## config.mk

```make
export PLATFORM = sky130hd
export DESIGN_NAME = turtle_graphics_command_engine_flat
export DESIGN_NICKNAME = d
export VERILOG_FILES = /design/src/design/tcg_pkg.sv /design/src/design/tcg_cmd_if.sv /design/src/design/tcg_prim_if.sv /design/src/design/tcg_front.sv /design/src/design/tcg_queue.sv /design/src/design/tcg_back.sv /design/src/design/turtle_graphics_command_engine.sv /design/src/flat_wrapper.sv
export SDC_FILE = /design/constraint.sdc
export NUM_CORES = 2
export LEC_CHECK = 0
export BUFFER_PORTS_ARGS = -buffer_cell sky130_fd_sc_hd__clkbuf_2
export CAP_MARGIN = 20
export CORE_UTILIZATION = 46
export DETAILED_ROUTE_END_ITERATION = 8
export PLACE_DENSITY = 0.74
export SETUP_SLACK_MARGIN = 0.2
export SYNTH_ARGS = -nofsm -noshare
export SYNTH_HDL_FRONTEND = slang
export SYNTH_SLANG_ARGS = --single-unit
```

## constraint.sdc

```tcl
create_clock -name clk -period 14.1 [get_ports clk]
set_input_delay 1.41 -clock clk [delete_from_list [all_inputs] [get_ports clk]]
set_output_delay 1.41 -clock clk [all_outputs]
set_load 0.1 [all_outputs]
```

## src/design/tcg_pkg.sv

```systemverilog
`default_nettype none
package tcg_pkg;

  localparam int COORD_WIDTH  = 16;
  localparam int ANGLE_WIDTH  = 16;
  localparam int CORDIC_STEPS = 16;

  localparam int FULL_TURN     = 23040;
  localparam int QUARTER_TURN  = 5760;
  localparam int HALF_TURN     = 11520;
  localparam int THREE_QUARTER = 17280;

  localparam int LEN_W   = 16;
  localparam int COLOR_W = 24;
  localparam int XY_W    = 33;
  localparam int Z_W     = 27;
  localparam int PROD_W  = LEN_W + XY_W;
  localparam int ACC_W   = PROD_W + 1;
  localparam int STEP_W  = $clog2(CORDIC_STEPS);
  localparam int WANG_W  = ANGLE_WIDTH + 2;

  localparam int QUEUE_DEPTH = 2;
  localparam int QPTR_W      = $clog2(QUEUE_DEPTH);

  localparam logic signed [XY_W-1:0]   CORDIC_GAIN = XY_W'(652032874);
  localparam logic signed [WANG_W-1:0] FULL_TURN_W = WANG_W'(FULL_TURN);
  localparam logic signed [Z_W-1:0]    HALF_Z      = Z_W'(HALF_TURN * 1024);
  localparam logic signed [Z_W-1:0]    FULL_Z      = Z_W'(FULL_TURN * 1024);
  localparam logic signed [ACC_W-1:0]  Q30_M1      = ACC_W'((64'sd1 <<< 30) - 1);
  localparam logic signed [ACC_W-1:0]  COORD_MAX   =
    ACC_W'((64'sd1 <<< (COORD_WIDTH - 1)) - 1);
  localparam logic signed [ACC_W-1:0]  COORD_MIN   = -COORD_MAX - 1;

  typedef enum logic [2:0] {
    OP_FORWARD   = 3'd0,
    OP_ROTATE    = 3'd1,
    OP_PEN_UP    = 3'd2,
    OP_PEN_DOWN  = 3'd3,
    OP_SET_COLOR = 3'd4,
    OP_CIRCLE    = 3'd5,
    OP_ARC       = 3'd6,
    OP_SET_POSE  = 3'd7
  } op_t;

  typedef enum logic [1:0] {
    PRIM_LINE   = 2'd0,
    PRIM_CIRCLE = 2'd1,
    PRIM_ARC    = 2'd2
  } prim_t;

  typedef struct packed {
    op_t                            op;
    logic                           uses_cordic;
    logic signed [LEN_W-1:0]        length;
    logic signed [ANGLE_WIDTH-1:0]  turn;
    logic [COLOR_W-1:0]             color;
    logic signed [COORD_WIDTH-1:0]  pose_x;
    logic signed [COORD_WIDTH-1:0]  pose_y;
    logic                           pose_pen;
    logic [ANGLE_WIDTH-1:0]         pose_heading;
  } cmd_entry_t;

  function automatic logic [ANGLE_WIDTH-1:0] wrap_angle(input logic signed [WANG_W-1:0] a);
    logic signed [WANG_W-1:0] v;
    v = a;
    if (v < 0) v = v + FULL_TURN_W;
    if (v < 0) v = v + FULL_TURN_W;
    if (v >= FULL_TURN_W) v = v - FULL_TURN_W;
    if (v >= FULL_TURN_W) v = v - FULL_TURN_W;
    return v[ANGLE_WIDTH-1:0];
  endfunction

  function automatic logic signed [Z_W-1:0] atan_step(input logic [STEP_W-1:0] i);
    logic signed [Z_W-1:0] r;
    case (int'(i))
      0: r = Z_W'(2949120);
      1: r = Z_W'(1740967);
      2: r = Z_W'(919879);
      3: r = Z_W'(466945);
      4: r = Z_W'(234379);
      5: r = Z_W'(117304);
      6: r = Z_W'(58665);
      7: r = Z_W'(29335);
      8: r = Z_W'(14668);
      9: r = Z_W'(7334);
      10: r = Z_W'(3667);
      11: r = Z_W'(1833);
      12: r = Z_W'(917);
      13: r = Z_W'(458);
      14: r = Z_W'(229);
      15: r = Z_W'(115);
      16: r = Z_W'(57);
      17: r = Z_W'(29);
      18: r = Z_W'(14);
      19: r = Z_W'(7);
      20: r = Z_W'(4);
      21: r = Z_W'(2);
      22: r = Z_W'(1);
      default: r = '0;
    endcase
    return r;
  endfunction

  // truncate a q30 sum toward zero, then clamp to the coordinate range
  function automatic logic signed [COORD_WIDTH-1:0] to_coord(input logic signed [ACC_W-1:0] v);
    logic signed [ACC_W-1:0] t;
    t = (v < 0) ? v + Q30_M1 : v;
    t = t >>> 30;
    if (t > COORD_MAX) t = COORD_MAX;
    if (t < COORD_MIN) t = COORD_MIN;
    return t[COORD_WIDTH-1:0];
  endfunction

endpackage
`default_nettype wire

```

## src/design/tcg_cmd_if.sv

```systemverilog
`default_nettype none
interface tcg_cmd_if;
  import tcg_pkg::*;

  logic                          valid;
  logic                          ready;
  logic [2:0]                    kind;
  logic signed [LEN_W-1:0]       length;
  logic signed [ANGLE_WIDTH-1:0] turn_angle;
  logic [COLOR_W-1:0]            color;
  logic signed [COORD_WIDTH-1:0] pose_x;
  logic signed [COORD_WIDTH-1:0] pose_y;
  logic                          pose_pen_down;

  modport source (output valid, kind, length, turn_angle, color, pose_x, pose_y,
                  pose_pen_down, input ready);
  modport sink (input valid, kind, length, turn_angle, color, pose_x, pose_y,
                pose_pen_down, output ready);
endinterface
`default_nettype wire

```

## src/design/tcg_prim_if.sv

```systemverilog
`default_nettype none
interface tcg_prim_if;
  import tcg_pkg::*;

  logic                          valid;
  logic                          ready;
  logic [1:0]                    primitive_res;
  logic signed [COORD_WIDTH-1:0] first_x;
  logic signed [COORD_WIDTH-1:0] first_y;
  logic signed [COORD_WIDTH-1:0] second_x;
  logic signed [COORD_WIDTH-1:0] second_y;
  logic signed [LEN_W-1:0]       radius_out;
  logic [ANGLE_WIDTH-1:0]        start_degrees;
  logic signed [ANGLE_WIDTH:0]   end_degrees;
  logic [COLOR_W-1:0]            draw_color;

  modport source (output valid, primitive_res, first_x, first_y, second_x, second_y,
                  radius_out, start_degrees, end_degrees, draw_color, input ready);
  modport sink (input valid, primitive_res, first_x, first_y, second_x, second_y,
                radius_out, start_degrees, end_degrees, draw_color, output ready);
endinterface
`default_nettype wire

```

## src/design/tcg_front.sv

```systemverilog
`default_nettype none
module tcg_front (
  tcg_cmd_if.sink             cmd,
  input  wire logic           full,
  output logic                push,
  output tcg_pkg::cmd_entry_t entry
);
  import tcg_pkg::*;

  assign cmd.ready = !full;
  assign push      = cmd.valid && !full;

  always_comb begin
    entry.op           = op_t'(cmd.kind);
    entry.length       = cmd.length;
    entry.turn         = cmd.turn_angle;
    entry.color        = cmd.color;
    entry.pose_x       = cmd.pose_x;
    entry.pose_y       = cmd.pose_y;
    entry.pose_pen     = cmd.pose_pen_down;
    entry.pose_heading = wrap_angle(WANG_W'(cmd.turn_angle));
    unique case (op_t'(cmd.kind)) inside
      OP_FORWARD, OP_CIRCLE, OP_ARC: entry.uses_cordic = 1'b1;
      default:                       entry.uses_cordic = 1'b0;
    endcase
  end
endmodule
`default_nettype wire

```

## src/design/tcg_queue.sv

```systemverilog
`default_nettype none
module tcg_queue (
  input  wire logic                clk,
  input  wire logic                rst,
  input  wire logic                push,
  input  wire tcg_pkg::cmd_entry_t push_data,
  output logic                     full,
  input  wire logic                pop,
  output tcg_pkg::cmd_entry_t      pop_data,
  output logic                     valid
);
  import tcg_pkg::*;

  cmd_entry_t          slots [QUEUE_DEPTH];
  logic [QPTR_W-1:0]   wr_ptr;
  logic [QPTR_W-1:0]   rd_ptr;
  logic [QPTR_W:0]     count;

  assign full     = (count == (QPTR_W + 1)'(QUEUE_DEPTH));
  assign valid    = (count != '0);
  assign pop_data = slots[rd_ptr];

  always_ff @(posedge clk) begin
    if (push) slots[wr_ptr] <= push_data;
  end

  always_ff @(posedge clk) begin
    if (rst) begin
      wr_ptr <= '0;
      rd_ptr <= '0;
      count  <= '0;
    end else begin
      if (push) wr_ptr <= (wr_ptr == QPTR_W'(QUEUE_DEPTH - 1)) ? '0 : wr_ptr + 1'b1;
      if (pop)  rd_ptr <= (rd_ptr == QPTR_W'(QUEUE_DEPTH - 1)) ? '0 : rd_ptr + 1'b1;
      if (push && !pop)      count <= count + 1'b1;
      else if (pop && !push) count <= count - 1'b1;
    end
  end
endmodule
`default_nettype wire

```

## src/design/tcg_back.sv

```systemverilog
`default_nettype none
module tcg_back (
  input  wire logic                clk,
  input  wire logic                rst,
  input  wire logic                q_valid,
  input  wire tcg_pkg::cmd_entry_t q_data,
  output logic                     q_pop,
  tcg_prim_if.source               prim
);
  import tcg_pkg::*;

  typedef enum logic [6:0] {
    ST_IDLE   = 7'b0000001,
    ST_CORDIC = 7'b0000010,
    ST_MUL_S  = 7'b0000100,
    ST_MUL_C  = 7'b0001000,
    ST_ADD_C  = 7'b0010000,
    ST_CENTRE = 7'b0100000,
    ST_FINISH = 7'b1000000
  } state_t;

  state_t state;

  logic signed [COORD_WIDTH-1:0] pos_x, pos_y;
  logic [ANGLE_WIDTH-1:0]        heading;
  logic                          pen_down;
  logic [COLOR_W-1:0]            ink_color;

  op_t                           op;
  logic signed [LEN_W-1:0]       len;
  logic signed [ANGLE_WIDTH-1:0] turn;
  logic [ANGLE_WIDTH-1:0]        nh;
  logic                          pass;

  logic signed [XY_W-1:0]        cx, cy;
  logic signed [Z_W-1:0]         cz;
  logic                          neg;
  logic [STEP_W-1:0]             step;

  logic signed [PROD_W-1:0]      prod;
  logic signed [ACC_W-1:0]       acc_x, acc_y;
  logic signed [COORD_WIDTH-1:0] cen_x, cen_y;

  logic                          out_valid;
  logic [1:0]                    out_prim;
  logic signed [COORD_WIDTH-1:0] out_fx, out_fy, out_sx, out_sy;
  logic signed [LEN_W-1:0]       out_rad;
  logic [ANGLE_WIDTH-1:0]        out_start;
  logic signed [ANGLE_WIDTH:0]   out_end;
  logic [COLOR_W-1:0]            out_color;

  logic [ANGLE_WIDTH-1:0]        ang_start;
  logic signed [Z_W-1:0]         z_start;
  logic                          neg_start;
  logic signed [XY_W-1:0]        sin_v, cos_v, mul_op;
  logic signed [ACC_W-1:0]       prod_ext;
  logic [ANGLE_WIDTH-1:0]        nh_calc;
  logic signed [COORD_WIDTH-1:0] new_x, new_y;
  logic [ANGLE_WIDTH-1:0]        arc_start;
  logic signed [WANG_W-1:0]      arc_end_w;
  logic signed [ANGLE_WIDTH:0]   arc_end;
  logic                          emit;
  logic                          out_free;

  assign prim.valid         = out_valid;
  assign prim.primitive_res = out_prim;
  assign prim.first_x       = out_fx;
  assign prim.first_y       = out_fy;
  assign prim.second_x      = out_sx;
  assign prim.second_y      = out_sy;
  assign prim.radius_out    = out_rad;
  assign prim.start_degrees = out_start;
  assign prim.end_degrees   = out_end;
  assign prim.draw_color    = out_color;

  assign q_pop = (state == ST_IDLE) && q_valid;

  // fold the angle into [-90, 90] degrees before rotating
  always_comb begin
    ang_start = (state == ST_IDLE) ? heading : nh;
    z_start   = Z_W'({ang_start, 10'b0});
    neg_start = 1'b0;
    if (ang_start > ANGLE_WIDTH'(QUARTER_TURN) && ang_start <= ANGLE_WIDTH'(THREE_QUARTER)) begin
      z_start   = z_start - HALF_Z;
      neg_start = 1'b1;
    end else if (ang_start > ANGLE_WIDTH'(THREE_QUARTER)) begin
      z_start = z_start - FULL_Z;
    end
  end

  assign sin_v    = neg ? -cy : cy;
  assign cos_v    = neg ? -cx : cx;
  assign mul_op   = (state == ST_MUL_S) ? sin_v : cos_v;
  assign prod_ext = ACC_W'(prod);

  assign nh_calc  = wrap_angle($signed({2'b00, heading}) + WANG_W'(q_data.turn));
  assign new_x    = to_coord(acc_x);
  assign new_y    = to_coord(acc_y);

  assign arc_start = heading + ANGLE_WIDTH'(THREE_QUARTER);
  assign arc_end_w = $signed({2'b00, arc_start}) + WANG_W'(turn);
  assign arc_end   = (arc_end_w > WANG_W'(65535)) ? (ANGLE_WIDTH + 1)'(65535)
                                                  : arc_end_w[ANGLE_WIDTH:0];

  assign emit     = pen_down;
  assign out_free = !out_valid || prim.ready;

  always_ff @(posedge clk) begin
    unique case (state)
      ST_IDLE: begin
        if (q_valid && q_data.uses_cordic) begin
          op    <= q_data.op;
          len   <= q_data.length;
          turn  <= q_data.turn;
          nh    <= nh_calc;
          pass  <= 1'b0;
          acc_x <= ACC_W'(pos_x) <<< 30;
          acc_y <= ACC_W'(pos_y) <<< 30;
          cx    <= CORDIC_GAIN;
          cy    <= '0;
          cz    <= z_start;
          neg   <= neg_start;
          step  <= '0;
        end
      end
      ST_CORDIC: begin
        if (cz >= 0) begin
          cx <= cx - (cy >>> step);
          cy <= cy + (cx >>> step);
          cz <= cz - atan_step(step);
        end else begin
          cx <= cx + (cy >>> step);
          cy <= cy - (cx >>> step);
          cz <= cz + atan_step(step);
        end
        step <= step + 1'b1;
      end
      ST_MUL_S: prod <= PROD_W'(len) * PROD_W'(mul_op);
      ST_MUL_C: begin
        prod <= PROD_W'(len) * PROD_W'(mul_op);
        if (op == OP_FORWARD) acc_y <= acc_y + prod_ext;
        else if (!pass)       acc_x <= acc_x - prod_ext;
        else                  acc_x <= acc_x + prod_ext;
      end
      ST_ADD_C: begin
        if (op == OP_FORWARD) acc_x <= acc_x + prod_ext;
        else if (!pass)       acc_y <= acc_y + prod_ext;
        else                  acc_y <= acc_y - prod_ext;
      end
      ST_CENTRE: begin
        cen_x <= new_x;
        cen_y <= new_y;
        pass  <= 1'b1;
        cx    <= CORDIC_GAIN;
        cy    <= '0;
        cz    <= z_start;
        neg   <= neg_start;
        step  <= '0;
      end
      ST_FINISH: begin
        if (emit && out_free) begin
          out_color <= ink_color;
          out_start <= '0;
          out_end   <= '0;
          if (op == OP_FORWARD) begin
            out_prim <= PRIM_LINE;
            out_fx   <= pos_x;
            out_fy   <= pos_y;
            out_sx   <= new_x;
            out_sy   <= new_y;
            out_rad  <= '0;
          end else begin
            out_prim <= (op == OP_ARC) ? PRIM_ARC : PRIM_CIRCLE;
            out_fx   <= cen_x;
            out_fy   <= cen_y;
            out_sx   <= '0;
            out_sy   <= '0;
            out_rad  <= len;
            if (op == OP_ARC) begin
              out_start <= arc_start;
              out_end   <= arc_end;
            end
          end
        end
      end
      default: ;
    endcase
  end

  always_ff @(posedge clk) begin
    if (rst) begin
      state     <= ST_IDLE;
      pos_x     <= '0;
      pos_y     <= '0;
      heading   <= '0;
      pen_down  <= 1'b0;
      ink_color <= '0;
      out_valid <= 1'b0;
    end else begin
      if (out_valid && prim.ready) out_valid <= 1'b0;
      unique case (state)
        ST_IDLE: begin
          if (q_valid) begin
            unique case (q_data.op)
              OP_ROTATE:    heading <= nh_calc;
              OP_PEN_UP:    pen_down <= 1'b0;
              OP_PEN_DOWN:  pen_down <= 1'b1;
              OP_SET_COLOR: ink_color <= q_data.color;
              OP_SET_POSE: begin
                pos_x     <= q_data.pose_x;
                pos_y     <= q_data.pose_y;
                heading   <= q_data.pose_heading;
                ink_color <= q_data.color;
                pen_down  <= q_data.pose_pen;
              end
              default: state <= ST_CORDIC;
            endcase
          end
        end
        ST_CORDIC: if (step == STEP_W'(CORDIC_STEPS - 1)) state <= ST_MUL_S;
        ST_MUL_S:  state <= ST_MUL_C;
        ST_MUL_C:  state <= ST_ADD_C;
        ST_ADD_C:  state <= (op == OP_FORWARD || pass) ? ST_FINISH : ST_CENTRE;
        ST_CENTRE: state <= (op == OP_ARC) ? ST_CORDIC : ST_FINISH;
        ST_FINISH: begin
          if (!emit || out_free) begin
            if (emit) out_valid <= 1'b1;
            if (op != OP_CIRCLE) begin
              pos_x <= new_x;
              pos_y <= new_y;
            end
            if (op == OP_ARC) heading <= nh;
            state <= ST_IDLE;
          end
        end
        default: state <= ST_IDLE;
      endcase
    end
  end
endmodule
`default_nettype wire

```

## src/design/turtle_graphics_command_engine.sv

```systemverilog
`default_nettype none
// turtle graphics command engine
// cmd channel (valid/ready) takes one turtle command per transfer: forward,
// rotate, pen up/down, set color, circle, arc or set pose. prim channel
// (valid/ready) gives one line, circle or arc per drawing command while the
// pen is down; other commands and pen-up moves give nothing.
// commands pass a decoder into a two-entry queue, so cmd stays ready while
// the executer works. the executer runs one command at a time.
// state-only commands are done in the executer's idle state; forward and
// circle make one 16-step cordic run and arc makes two, all on one shared
// iterative rotator plus one 16x33 multiplier used twice per run.
// sustained throughput for drawing commands is set by that rotator.
// the result sits in an output register; while prim is stalled with a result
// waiting, the executer holds the next primitive and the queue fills, then
// cmd ready drops.
// synchronous reset: turtle at the origin, heading 0, pen up, color black,
// queue and output register empty.
module turtle_graphics_command_engine (
  input  wire logic  clk,
  input  wire logic  rst,
  tcg_cmd_if.sink    cmd,
  tcg_prim_if.source prim
);
  import tcg_pkg::*;

  logic       q_full;
  logic       q_push;
  logic       q_pop;
  logic       q_valid;
  cmd_entry_t push_entry;
  cmd_entry_t head_entry;

  tcg_front u_front (
    .cmd   (cmd),
    .full  (q_full),
    .push  (q_push),
    .entry (push_entry)
  );

  tcg_queue u_queue (
    .clk       (clk),
    .rst       (rst),
    .push      (q_push),
    .push_data (push_entry),
    .full      (q_full),
    .pop       (q_pop),
    .pop_data  (head_entry),
    .valid     (q_valid)
  );

  tcg_back u_back (
    .clk     (clk),
    .rst     (rst),
    .q_valid (q_valid),
    .q_data  (head_entry),
    .q_pop   (q_pop),
    .prim    (prim)
  );
endmodule
`default_nettype wire

```

## src/flat_wrapper.sv

```systemverilog
// flat-port wrapper written by rule: the top's interface ports become plain ports
module turtle_graphics_command_engine_flat import tcg_pkg::*;
  (clk, rst, cmd_valid, cmd_kind, cmd_length, cmd_turn_angle, cmd_color, cmd_pose_x, cmd_pose_y, cmd_pose_pen_down, cmd_ready, prim_valid, prim_primitive_res, prim_first_x, prim_first_y, prim_second_x, prim_second_y, prim_radius_out, prim_start_degrees, prim_end_degrees, prim_draw_color, prim_ready);
  tcg_cmd_if cmd_i ();
  tcg_prim_if prim_i ();
  input  wire logic clk;
  input  wire logic rst;
  input wire logic [$bits(cmd_i.valid)-1:0] cmd_valid;
  input wire logic [$bits(cmd_i.kind)-1:0] cmd_kind;
  input wire logic [$bits(cmd_i.length)-1:0] cmd_length;
  input wire logic [$bits(cmd_i.turn_angle)-1:0] cmd_turn_angle;
  input wire logic [$bits(cmd_i.color)-1:0] cmd_color;
  input wire logic [$bits(cmd_i.pose_x)-1:0] cmd_pose_x;
  input wire logic [$bits(cmd_i.pose_y)-1:0] cmd_pose_y;
  input wire logic [$bits(cmd_i.pose_pen_down)-1:0] cmd_pose_pen_down;
  output wire logic [$bits(cmd_i.ready)-1:0] cmd_ready;
  output wire logic [$bits(prim_i.valid)-1:0] prim_valid;
  output wire logic [$bits(prim_i.primitive_res)-1:0] prim_primitive_res;
  output wire logic [$bits(prim_i.first_x)-1:0] prim_first_x;
  output wire logic [$bits(prim_i.first_y)-1:0] prim_first_y;
  output wire logic [$bits(prim_i.second_x)-1:0] prim_second_x;
  output wire logic [$bits(prim_i.second_y)-1:0] prim_second_y;
  output wire logic [$bits(prim_i.radius_out)-1:0] prim_radius_out;
  output wire logic [$bits(prim_i.start_degrees)-1:0] prim_start_degrees;
  output wire logic [$bits(prim_i.end_degrees)-1:0] prim_end_degrees;
  output wire logic [$bits(prim_i.draw_color)-1:0] prim_draw_color;
  input wire logic [$bits(prim_i.ready)-1:0] prim_ready;
  assign cmd_i.valid = cmd_valid;
  assign cmd_i.kind = cmd_kind;
  assign cmd_i.length = cmd_length;
  assign cmd_i.turn_angle = cmd_turn_angle;
  assign cmd_i.color = cmd_color;
  assign cmd_i.pose_x = cmd_pose_x;
  assign cmd_i.pose_y = cmd_pose_y;
  assign cmd_i.pose_pen_down = cmd_pose_pen_down;
  assign cmd_ready = cmd_i.ready;
  assign prim_valid = prim_i.valid;
  assign prim_primitive_res = prim_i.primitive_res;
  assign prim_first_x = prim_i.first_x;
  assign prim_first_y = prim_i.first_y;
  assign prim_second_x = prim_i.second_x;
  assign prim_second_y = prim_i.second_y;
  assign prim_radius_out = prim_i.radius_out;
  assign prim_start_degrees = prim_i.start_degrees;
  assign prim_end_degrees = prim_i.end_degrees;
  assign prim_draw_color = prim_i.draw_color;
  assign prim_i.ready = prim_ready;
  turtle_graphics_command_engine u_core (.clk(clk), .rst(rst), .cmd(cmd_i), .prim(prim_i));
endmodule
```

==> run summary <==
The delay contributed by the slowest stage of the critical path is 0.89 ns, and the number of input and output port buffers inserted is 236. Synthesized area per cell: 9.25 sq um. STA puts the critical path data required time at 14.58 ns. The die outline height was 397 um.

Including well taps, the total number of placed cells is 9746. For this configuration, the core starts out at a cell density of 46.4%. In this run the standard cell core region covers 154000 sq um. The pre-antenna-repair detailed-routing pass consisted of 9 iterations.

Summed over all layers, the global routing overflow is 0. After layout, the minimum clock period comes to 10.32 ns. The worst max-slew margin expressed relative to the limit is 26.1%. The finished layout holds 9911 standard cells, fillers aside. Summing the areas of all fa, ha and maj instances in the mapped netlist gives 22.4% of the synthesized area.

Among the stages of the critical path, the cell type that occurs most often is fa_1. The number of hold buffers added after CTS was 0. In the synthesized netlist the async set-or-reset flop fraction comes to 0%.

STA classifies the critical path endpoint as a flop. The post-detailed-placement half-perimeter wirelength was 158000 um; the initial antenna violation count was 8. The critical path in this run is classified as flop to flop.

TritonCTS built the clock tree. The combined area of the multi-input logic cells came out at 45100 sq um. The number of setup buffers added after CTS is 0.

Counting flops with a built-in enable in the synthesized netlist gives 670. The maximum operating frequency was 0.0969 GHz. The worst hold path begins at u_core.u_back.ink_color[8]. For the pin with the worst max-slew slack, the measured transition is 1.11 ns. At the later pin of the worst-skew pair, clock insertion delay measures 0.74 ns.

In this run the number of H-tree levels came out at 3. The tree is rooted in a clkbuf_16. In the global route stage, overall resource usage came out at 26.4%.

In this run the deepest clock path goes through 3 buffers. In this run the register-to-register setup slack is 3.78 ns. The filler cell count is 14000. Adding up every negative setup slack in the final design gives 0 ns. Counting every net in the synthesized netlist gives 8812.

Final number of max-transition violations: 0. The run gives 72 as the pin count of the biggest net entering global routing. 237 I/O pins were placed. The clock slew seen by the registers of the worst setup and hold paths is 0.06 ns, and the post-placement cell area is 74900 sq um. The number of storage elements in the synthesis netlist was 778. The end of the worst register-to-register path was u_core.u_back.prod[47].

Yosys printed 0 warnings. The logs give 7739 for the synthesized netlist cell count and 0 for the number of gates given a new drive strength after cts. Routability-driven placement finished with a final weighted congestion of 0.933. In the final design database the tool counted 8869 nets.

End point of the most critical hold path: u_core.u_back.prim.draw_color[8]. In the final routed layout, each cell accounts on average for 21.3 um. The xor-xnor portion of the synthesized cell area was 4.29%.

The run finished, with violations left. The number of distinct library cell variants in the gate-level netlist after synthesis came out at 100. The first-pass GRT wire length is 328000 um.

Area enclosed by the die boundary: 157000 sq um. The count of final setup violators came out at 0. In the routed design, unresolved DRC markers number 46. The final reports fail on design-rule violations.

The run gives 5597 as the initial detailed-routing violation count. Setup repair after global routing left no endpoint under its margin. The worst register-to-register path begins at u_core.u_back.state[4].

The via count of the first global-routing pass is 58100. The run gives 22300 sq um as the register area. STA classifies the critical path startpoint as a flop. For this run, the leading register cell type out of synthesis is edfxtp_1. The routed layout has 58700 vias. The via-per-instance ratio is 5.92, and the max-cap violation count is 0. The tools report the overall routed net length as 211000 um.

After synthesis the cells add up to 71600 sq um. The run gives 0 as the number of hold-slack violations in the final timing report. Measured against the total synthesized area, the mux share comes to 4.36%. For the worst setup path, the data arrival time is 10.80 ns.

The post-synthesis simple-gate area fraction works out to 16.4%. Slowest cell on the critical path: nor3_2. The remaining number of nets flagged by the antenna check after routing was 0; the horizontal die dimension was 397 um. Cells with a size suffix above 1 make up 9.08% of the layout. The sequential area share after synthesis was 31.1%; the antenna diode count was 0. From synthesis to final layout, the design area changed by 8.88%. Across the routed clock network, the largest skew measured is 0.0425 ns.

Along the worst hold path, the cell count comes to 0. The worst hold path belongs to the class flop to flop. Counting the buffers created by CTS gives 89. The main combinational cell family by area after synthesis is adder cells.

The maximum fanout encountered on the critical timing path was 56; the number of cells traversed by the worst register-to-register path was 33. The portion of the clock cycle consumed by the worst path in the final layout came out at 73.2%. Number of clock sinks seen by CTS: 778. The number of cell rows was 144; the final instance area was 78000 sq um. The compound-cell area share of the yosys netlist works out to 15.3%.
state kept, by name, summed over array words and instances (netlist names), 17 cells and up, named ones only:
name                            flops
u_core.u_queue.slots              200
u_core.u_back.cy                   33
u_core.u_back.prim.draw_color      24
u_core.u_back.ink_color            24
u_core.u_back.cx                   33
u_core.u_back.acc_y                50
u_core.u_back.acc_x                50
u_core.u_back.cz                   27
u_core.u_back.prod                 49
u_core.u_back.prim.end_degrees     17
logic make-up (layout without fill, tap and decap cells):
logic type,Yosys count,after routing
xor+xnor,349,349
compound gates,1689,1689
flops,778,778
mux,240,240
fa+ha+maj,977,977
simple gates,2540,2540
buf+inv,1166,1294
critical path, delay by kind of cell (launching register included):
family / cells / cell delay (ns)
buffers and inverters: 4 / 0.63
and+or+nand+nor: 7 / 2.35
xor gates and xnor gates: 1 / 0.08
AOI/OAI and AO/OA: 14 / 3.32
DFF: 1 / 0.38
adders and majority gates: 7 / 3.25
final cells by class:
cell class / count / share of cell area, %
clock inverters: 51 / 0.772
multi-input cells: 5795 / 57.9
well taps: 2044 / 3.28
repair buffers: 345 / 2.56
inverters: 787 / 3.79
flip-flops and latches: 778 / 28.6
clock buffers: 111 / 3.11
worst max-delay path by stage:
stage	end	slack, ns	start
global route	u_core.u_back.prod[47]	3.04	u_core.u_back.state[4]
detailed placement	u_core.u_back.prod[44]	3.57	u_core.u_back.cx[2]
global placement	u_core.u_back.prod[44]	3.81	u_core.u_back.cx[2]
finish	u_core.u_back.prod[47]	3.78	u_core.u_back.state[4]
CTS	u_core.u_back.prod[44]	3.52	u_core.u_back.cx[2]
floorplan	u_core.u_back.prod[44]	4.83	u_core.u_back.cy[3]
routing by layer:
metal / vias up / part of all wire, % / global-route usage, %
met5: - / 0.0062 / 0
met4: 2 / 3.8 / 9.46
met3: 427 / 8.1 / 4.58
met2: 2561 / 47 / 43.8
met1: 28800 / 41 / 34.6
li1: 26900 / - / -
cells in the final DEF, fill, tap and decap left out, types with 101 or more instances in the layout:
| cell type | instances |
|---|---|
| edfxtp_1 | 670 |
| nand3_1 | 101 |
| mux2i_1 | 130 |
| nor2_1 | 676 |
| o21ai_0 | 304 |
| fa_1 | 510 |
| buf_4 | 109 |
| inv_1 | 784 |
| dfxtp_1 | 107 |
| and2_1 | 248 |
| xor2_1 | 122 |
| ha_1 | 467 |
| nor3_1 | 153 |
| xnor2_1 | 225 |
| a211oi_1 | 119 |
| clkbuf_2 | 236 |
| a21oi_1 | 540 |
| nand2_1 | 893 |
synth_stat cells, drive strengths merged, types with 17 or more instances:
cell / number / share of area, %
nand2: 897 / 4.7
a21o: 99 / 1.0
dfxtp: 108 / 3.0
clkbuf: 331 / 1.7
fa: 510 / 14
or2: 34 / 0.30
nand3b: 17 / 0.18
o21bai: 90 / 0.94
xor2: 122 / 1.5
ha: 467 / 8.2
o311ai: 17 / 0.22
o22ai: 26 / 0.23
and3: 56 / 0.49
a221oi: 30 / 0.38
nand2b: 96 / 0.84
o22a: 21 / 0.26
o211ai: 45 / 0.49
a21oi: 545 / 3.8
o31ai: 41 / 0.44
nor4: 53 / 0.47
o21ai: 316 / 2.2
edfxtp: 670 / 28
buf: 48 / 0.29
and2: 250 / 2.2
o21a: 41 / 0.43
nor3: 159 / 1.1
nand4: 25 / 0.22
mux2i: 131 / 1.8
nor2: 682 / 3.6
a22oi: 18 / 0.20
or3: 52 / 0.45
nor2b: 75 / 0.66
a211oi: 129 / 1.4
mux4: 52 / 1.6
xnor2: 227 / 2.8
mux2: 57 / 0.90
a211o: 17 / 0.21
a21boi: 18 / 0.20
nand3: 102 / 0.71
inv: 785 / 4.1
a31oi: 58 / 0.51
a2111oi: 21 / 0.31
through the flow:
step | setup slack [ns] | utilization, % | hold slack [ns]
global placement | 3.81 | 48.6 | 0.415
finish | 3.78 | 50.6 | 0.431
floorplan | 4.83 | - | 0.409
global route | 3.04 | 50.6 | 0.439
CTS | 3.52 | 50.5 | 0.431
detailed placement | 3.57 | 48.6 | 0.417
Power is left out: the tool's default activity adds up to more than one toggle a clock period on the data nets, which glitch-free logic cannot reach.
